$ cat src/lphm_pkg.sv
`timescale 1ns / 1ps
// ----------------------------------------------------------------------------
// lphm_pkg
// shared constants, codes and types of the linear probe hash map
// ----------------------------------------------------------------------------
package lphm_pkg;

    // default number of slots, a power of two
    localparam int TABLE_ENTRIES_DEF = 1024;

    // key and value width
    localparam int DATA_W = 64;

    // multiplicative hash constant
    localparam logic [63:0] HASH_MULT = 64'hff51afd7ed558ccd;

    typedef enum logic {
        OP_LOOKUP = 1'b0,
        OP_STORE  = 1'b1
    } t_opcode;

    typedef enum logic [1:0] {
        STATUS_OK       = 2'd0,
        STATUS_MISS     = 2'd1,
        STATUS_FULL     = 2'd2,
        STATUS_ZERO_KEY = 2'd3
    } t_status;

    // write enables of the slot memories
    typedef struct packed {
        logic key_en;
        logic val_en;
    } t_wr_ctl;

endpackage

$ cat src/lphm_hash.sv
`timescale 1ns / 1ps
// ----------------------------------------------------------------------------
// lphm_hash
// home slot unit: 64-bit multiply by partial products on one shared 32x32
// multiplier, high half folded into the low half, low bits kept
// ----------------------------------------------------------------------------
module lphm_hash #(
    parameter int ADDR_W = 10
) (
    input  logic                         i_clk,
    input  logic                         i_rst_n,
    input  logic                         i_start,
    input  logic [lphm_pkg::DATA_W-1:0]  i_key,
    output logic                         o_done,
    output logic [ADDR_W-1:0]            o_slot
);

    typedef enum logic [1:0] {
        STEP_IDLE,
        STEP_LO,
        STEP_CROSS_H,
        STEP_CROSS_L
    } t_step;

    t_step                        r_step;
    logic                         r_done;
    logic [lphm_pkg::DATA_W-1:0]  r_key;
    logic [ADDR_W-1:0]            r_lo;
    logic [ADDR_W-1:0]            r_hi;

    logic [31:0] mul_a;
    logic [31:0] mul_b;
    logic [63:0] prod;

    // only the low ADDR_W bits of both halves matter after the fold
    always_comb begin
        case (r_step)
            STEP_LO: begin
                mul_a = r_key[31:0];
                mul_b = lphm_pkg::HASH_MULT[31:0];
            end
            STEP_CROSS_H: begin
                mul_a = r_key[63:32];
                mul_b = lphm_pkg::HASH_MULT[31:0];
            end
            default: begin
                mul_a = r_key[31:0];
                mul_b = lphm_pkg::HASH_MULT[63:32];
            end
        endcase
        prod = 64'(mul_a) * 64'(mul_b);
    end

    always_ff @(posedge i_clk) begin
        if (!i_rst_n) begin
            r_step <= STEP_IDLE;
            r_done <= 1'b0;
        end else begin
            r_done <= 1'b0;
            case (r_step)
                STEP_IDLE: begin
                    if (i_start) begin
                        r_key  <= i_key;
                        r_step <= STEP_LO;
                    end
                end
                STEP_LO: begin
                    r_lo   <= prod[ADDR_W-1:0];
                    r_hi   <= prod[32+ADDR_W-1:32];
                    r_step <= STEP_CROSS_H;
                end
                STEP_CROSS_H: begin
                    r_hi   <= r_hi + prod[ADDR_W-1:0];
                    r_step <= STEP_CROSS_L;
                end
                STEP_CROSS_L: begin
                    r_hi   <= r_hi + prod[ADDR_W-1:0];
                    r_done <= 1'b1;
                    r_step <= STEP_IDLE;
                end
                default: begin
                    r_step <= STEP_IDLE;
                end
            endcase
        end
    end

    assign o_done = r_done;
    assign o_slot = r_lo ^ r_hi;

endmodule

$ cat config.mk
export PLATFORM = sky130hd
export DESIGN_NAME = lphm_hash
export DESIGN_NICKNAME = d
export VERILOG_FILES = /design/src/lphm_pkg.sv /design/src/lphm_hash.sv
export SDC_FILE = /design/constraint.sdc
export NUM_CORES = 1
export LEC_CHECK = 0
export BUFFER_PORTS_ARGS = -buffer_cell sky130_fd_sc_hd__clkbuf_2
export CORE_MARGIN = 2
export CORE_UTILIZATION = 50
export DETAILED_ROUTE_END_ITERATION = 7
export MAX_ROUTING_LAYER = met4
export PLACE_DENSITY_LB_ADDON = 0.12
export SLEW_MARGIN = 10
export SYNTH_ARGS = -nofsm -noshare
export SYNTH_HDL_FRONTEND = slang
export SYNTH_SLANG_ARGS = --single-unit
$ cat constraint.sdc
create_clock -name i_clk -period 22.3 [get_ports i_clk]
set_input_delay 4.46 -clock i_clk [delete_from_list [all_inputs] [get_ports i_clk]]
set_output_delay 4.46 -clock i_clk [all_outputs]
set_load 0.01 [all_outputs]
==> results of run 1 <==
-- worst max-delay path, cell delays in order (launching register included) --
cell and delay [ps]:
dfxtp_1 340, inv_1 90, ha_2 730, buf_4 510, mux2i_1 750, or2_2 290
inv_1 100, or2_2 310, ha_1 320, fa_1 440, fa_1 550, inv_1 70
fa_1 590, inv_1 70, fa_1 480, fa_1 560, fa_1 430, fa_1 450
ha_1 330, a21oi_1 170, o21ai_0 130, a311oi_1 410, o22ai_1 130, a21o_1 200
a211oi_1 310, o21bai_1 120, xnor2_1 230, a21oi_1 100
-- through the flow --
| step | setup slack [ps] | hold WS [ps] | utilization (%) | cells | cell area, sq um |
|---|---|---|---|---|---|
| final | 12780 | 559 | 53.8 | 2529 | 22100 |
| after global routing | 12320 | 602 | 53.8 | 2529 | 22100 |
| after CTS | 12780 | 562 | 53.8 | 2529 | 22100 |
| after detailed placement | 12810 | 551 | 53.1 | 2513 | 21800 |
| after global placement | 12960 | 532 | 53.1 | 2513 | 21800 |
| after floorplan | 14360 | 518 | - | 1941 | 20800 |
-- flip-flops by register name (all words and copies together) (netlist names) --
| register | flops |
|---|---|
| r_key | 64 |
| r_hi | 10 |
| r_step | 2 |
| r_lo | 10 |
| o_done | 1 |
-- metal layers --
| layer | share of wire [%] | up-vias | global-route usage, % |
|---|---|---|---|
| met2 | 49 | 329 | 46.0 |
| met5 | 0 | - | - |
| met1 | 42 | 6694 | 35.4 |
| met3 | 4.8 | 88 | 4.69 |
| li1 | - | 5987 | - |
| met4 | 4.5 | 0 | 12.1 |
-- cell families (layout without fill, tap and decap cells) --
group | Yosys count | after routing | synth area share [%]
compound gates | 150 | 150 | 4.39
buf+inv | 625 | 681 | 11.4
xor+xnor | 88 | 88 | 3.70
flops | 87 | 87 | 12.4
mux | 41 | 41 | 2.22
simple gates | 203 | 203 | 4.99
other cells | 1 | 1 | 0.0180
fa+ha+maj | 746 | 746 | 60.9
-- cell usage in the layout, fill, tap and decap left out, types with 3 or more instances in the layout --
cell type	Yosys	routed
a211oi_1	7	7
a21boi_0	4	4
a21o_1	14	14
a21oi_1	59	59
a31oi_1	3	3
and2_1	8	8
and3_1	6	5
buf_4	0	11
clkbuf_16	0	9
clkbuf_2	0	77
dfxtp_1	3	3
edfxtp_1	84	84
fa_1	448	448
ha_1	298	296
inv_1	575	575
inv_6	0	3
mux2_2	4	4
mux2i_1	29	27
mux2i_2	6	8
nand2_1	39	39
nand2b_1	15	15
nand3_1	9	9
nand4_1	3	3
nor2_1	47	47
nor2b_1	22	22
nor3_1	10	10
o21a_1	11	11
o21ai_0	29	29
o21bai_1	4	4
o31ai_1	3	3
or2_2	37	37
xnor2_1	71	71
xor2_1	17	17
-- layout make-up --
class	instances	area share (%)
Sequential cell	87	11.7
Timing Repair Buffer	88	2.12
Inverter	577	9.81
Multi-Input combinational cell	1229	72.0
Clock inverter	7	0.317
Tap cell	532	3.01
Clock buffer	9	1.02
-- final timing paths --
path	end	startpoint	cells past startpoint
setup / recovery	r_hi[0]	r_step[0]	27
hold / removal	r_step[0]	r_step[0]	2
setup reg to reg	r_hi[0]	r_step[0]	27
hold reg to reg	r_step[0]	r_step[0]	2
==> results.ini, run 1 <==
[run_status]
status=finished clean

[placement]
port_buffers=77
gp_routability_congestion=0.974
dp.final_hpwl_um=50300

[timing]
drv_slew=0
finalWorstPathRequiredPeriod_ps=9520
fmax_mhz=105
finalHoldViolCount=0
post-route-period-util_pct=42.7
max-slew-margin-rel_pct=36.1
skew_ps=11.5
setup_tns_ps=0
rsz0062_at_grt=false
setup_viol=0
worst_pin_slew_ps=955

[synthesis]
synth_area_leaders=fa_1 (43%), ha_1 (18%), edfxtp_1 (12%), inv_1 (10%), xnor2_1 (3.0%)
ys.flop_type=edfxtp_1
synth_common_cells=inv_1 (575), fa_1 (448), ha_1 (298)
synth_edf_count=84
yosysTopAreaCell=fa_1
synth_most_common_cell=inv_1
synth_cell_type_count=55
ys_seq_area_share_pct=12.4
syn_nets=2754
synth_area_sq_um=20800
yosysWarnings=0
yosys_register_bits=87
yosysTopAreaCellShare_pct=43.0
syn-instance-count=1941
async_flop_share_pct=0
avgSynthCellArea_sq_um=10.7

[clock_tree]
insertion_delay_ps=390
clock_path_buffers=2
cts_hold_buf=0
cts_root_buf=clkbuf_16
cts_setup_buffers=0
cts.sinks=87
htreeDepth=3
path_clk_slew_ps=80
numCtsBuffers=9
cts_resized=0
cts_tree=done

[routing]
wl_um=56500
drt-pass1-iter-count=5
ant_nets=0
via_per_inst=5.18
dr.first_iter.drc_count=679
detail_route.wl_per_cell_um=22.4
post-route-drc-count=0
via_count=13100

[grt]
overflow=0
track_usage_pct=28.4
grt_max_degree=65
grt_pass1_wl_um=86100
antenna_found_initial=0
grt_pass1_vias=14500

[final_layout]
fin_nets=2805
n_antenna_cell=0
area_delta_synth_final_pct=5.92
fill_cells=3752
drive_gt1_share_pct=8.11
multi_input_area_sq_um=15900
regArea_sq_um=2580

[setup_path]
path_max_fanout=20
crit_type=flop to flop
critPathArrivalTime_ps=9630
crit_required_ps=22410
critPathLaunchType=flop
rrSetupSlack_ps=12780
end_kind=flop

[die]
core-area_sq_um=41000
fp.dieH_um=208
initial_core_util_pct=50.8
die-width_um=208
die_area_sq_um=43300
num_rows=74
ios=78

[hold_path]
hp-class=flop to flop

[run]
maxCapViolCount=0

Power of run 1 is left out: the tool's default activity adds up to more than one toggle a clock period on the data nets, which glitch-free logic cannot reach.
==> run 2, diff against run 1 <==
Clock period 22.3 ns to 9.3 ns, I/O delays scaled along.
==> run 2 against run 1 <==
  * Hold slack better by 11 ps
  * Critical path depth up 1
  * Fmax up 9.6%
  * Sequential cell count unchanged
  * First-iteration DRC count up 17%
  * Wire length up 1.4%
  * Non-clock buffer count up 27
  * Die area unchanged
  * Clock skew up 5.3 ps
  * Cell count up 1.1%
  * Sequential share of layout area down 0.11 points
  * Critical endpoint is now r_hi[9]
==> results.ini, run 2 (synthesis results as in run 1) <==
[die]
ios=78  ; unchanged
die-width_um=208  ; unchanged
die_area_sq_um=43300  ; unchanged
fp.dieH_um=208  ; unchanged
num_rows=74  ; unchanged
initial_core_util_pct=50.8  ; unchanged
core-area_sq_um=41000  ; unchanged

[routing]
wl_um=57300  ; +1.4%
via_per_inst=5.15  ; -0.57%
detail_route.wl_per_cell_um=22.4  ; +0.29%
dr.first_iter.drc_count=793  ; +17%
via_count=13200  ; +0.53%
drt-pass1-iter-count=5  ; unchanged
post-route-drc-count=0  ; unchanged
ant_nets=0  ; unchanged

[timing]
drv_slew=0  ; unchanged
fmax_mhz=115  ; +9.6%
rsz0062_at_grt=false
max-slew-margin-rel_pct=35.8  ; -0.31 points
finalHoldViolCount=0  ; unchanged
finalWorstPathRequiredPeriod_ps=8690  ; -831 ps
setup_tns_ps=0  ; unchanged
post-route-period-util_pct=93.5  ; +51 points
setup_viol=0  ; unchanged
worst_pin_slew_ps=961  ; +6.26 ps
skew_ps=16.8  ; +5.29 ps

[final_layout]
fill_cells=3712  ; -1.1%
largest_register=r_key
largest_reg_flops=64  ; unchanged
drive_gt1_share_pct=9.34  ; +1.2 points
final_cell_mix=inv_1 (575), fa_1 (448), ha_1 (296), edfxtp_1 (84), clkbuf_2 (77)
area_delta_synth_final_pct=6.91
regArea_sq_um=2580  ; unchanged
fin_nets=2832  ; +0.96%
multi_input_area_sq_um=15900  ; unchanged
final_common_cell=inv_1
top_regs=r_key (64), r_hi (10), r_lo (10)

[run_status]
status=finished clean

[clock_tree]
htreeDepth=3  ; unchanged
cts_setup_buffers=0  ; unchanged
cts_hold_buf=0  ; unchanged
clock_path_buffers=2  ; unchanged
cts_resized=0  ; unchanged
cts_root_buf=clkbuf_16
path_clk_slew_ps=80  ; about the same
insertion_delay_ps=400  ; about the same
cts.sinks=87  ; unchanged
numCtsBuffers=9  ; unchanged
cts_tree=done

[grt]
grt_max_degree=62  ; -4.6%
grt_pass1_wl_um=87300  ; +1.3%
antenna_found_initial=1  ; +1
track_usage_pct=28.7  ; +0.37 points
grt_pass1_vias=14800  ; +2.2%
overflow=0  ; unchanged

[setup_path]
crit_type=flop to flop
critPathLaunchType=flop
critPathArrivalTime_ps=8850  ; -780 ps
end_kind=flop
worst_path_largest_cell_delay_ps=640  ; -110 ps
cp_common_cell=fa_1
slowest_stage=ha_2
path_max_fanout=15  ; -25%
crit_required_ps=9450  ; -12960 ps

[run]
maxCapViolCount=0  ; unchanged

[placement]
dp.final_hpwl_um=51300  ; +1.9%
gp_routability_congestion=0.975  ; +0.15%
port_buffers=77  ; unchanged

[hold_path]
hp-class=flop to flop

==> run 2: changes by cell type in the layout (fill, tap and decap cells not counted), sizes merged <==
cell	before	now
buf	11	38
diode	0	1
==> run 2: final timing paths <==
check                 start   endpoint  slack, ps  depth (start not counted)
setup reg to reg  r_step[0]    r_hi[9]        610                         28
hold / removal    r_step[0]  r_step[0]        570                          2
setup / recovery  r_step[0]    r_hi[9]        610                         28
hold reg to reg   r_step[0]  r_step[0]        570                          2
==> run 2: final cells by class <==
| class | instances | area share [%] |
|---|---|---|
| Inverter | 577 | 9.72 |
| Multi-Input combinational cell | 1229 | 71.4 |
| Timing Repair Buffer | 115 | 3.01 |
| Tap cell | 532 | 2.99 |
| Sequential cell | 87 | 11.6 |
| Clock buffer | 9 | 1.01 |
| Antenna cell | 1 | 0.0112 |
| Clock inverter | 7 | 0.326 |
==> run 2: metal layers <==
layer / track usage (%) / up-vias / wire length, um
met5: - / - / 0
met4: 13.1 / 0 / 2910
met3: 3.52 / 109 / 2240
met2: 46.4 / 320 / 27800
met1: 36.6 / 6699 / 24300
li1: - / 6040 / -
==> run 2: metrics by stage <==
| step | instance area, sq um | util (%) | worst slack (ps) | instances | hold slack, ps |
|---|---|---|---|---|---|
| 4_1_cts | 22300 | 54.3 | 587 | 2556 | 563 |
| 5_1_grt | 22300 | 54.3 | 178 | 2557 | 598 |
| 6_report | 22300 | 54.3 | 607 | 2557 | 570 |
| 3_5_place_dp | 22000 | 53.6 | 583 | 2540 | 552 |
| 2_1_floorplan | 20800 | - | 1360 | 1941 | 518 |
| 3_3_place_gp | 22000 | 53.6 | 753 | 2540 | 528 |
==> run 2: worst max-delay path, delay by kind of cell, from the launching register on <==
kind | cells | cell delay [ps]
adders and majority gates | 10 | 4750
AOI/OAI and AO/OA | 6 | 1140
and+or+nand+nor | 5 | 1050
buffers and inverters | 6 | 650
muxes | 1 | 480
DFF | 1 | 350
Power of run 2 is left out for the same reason.
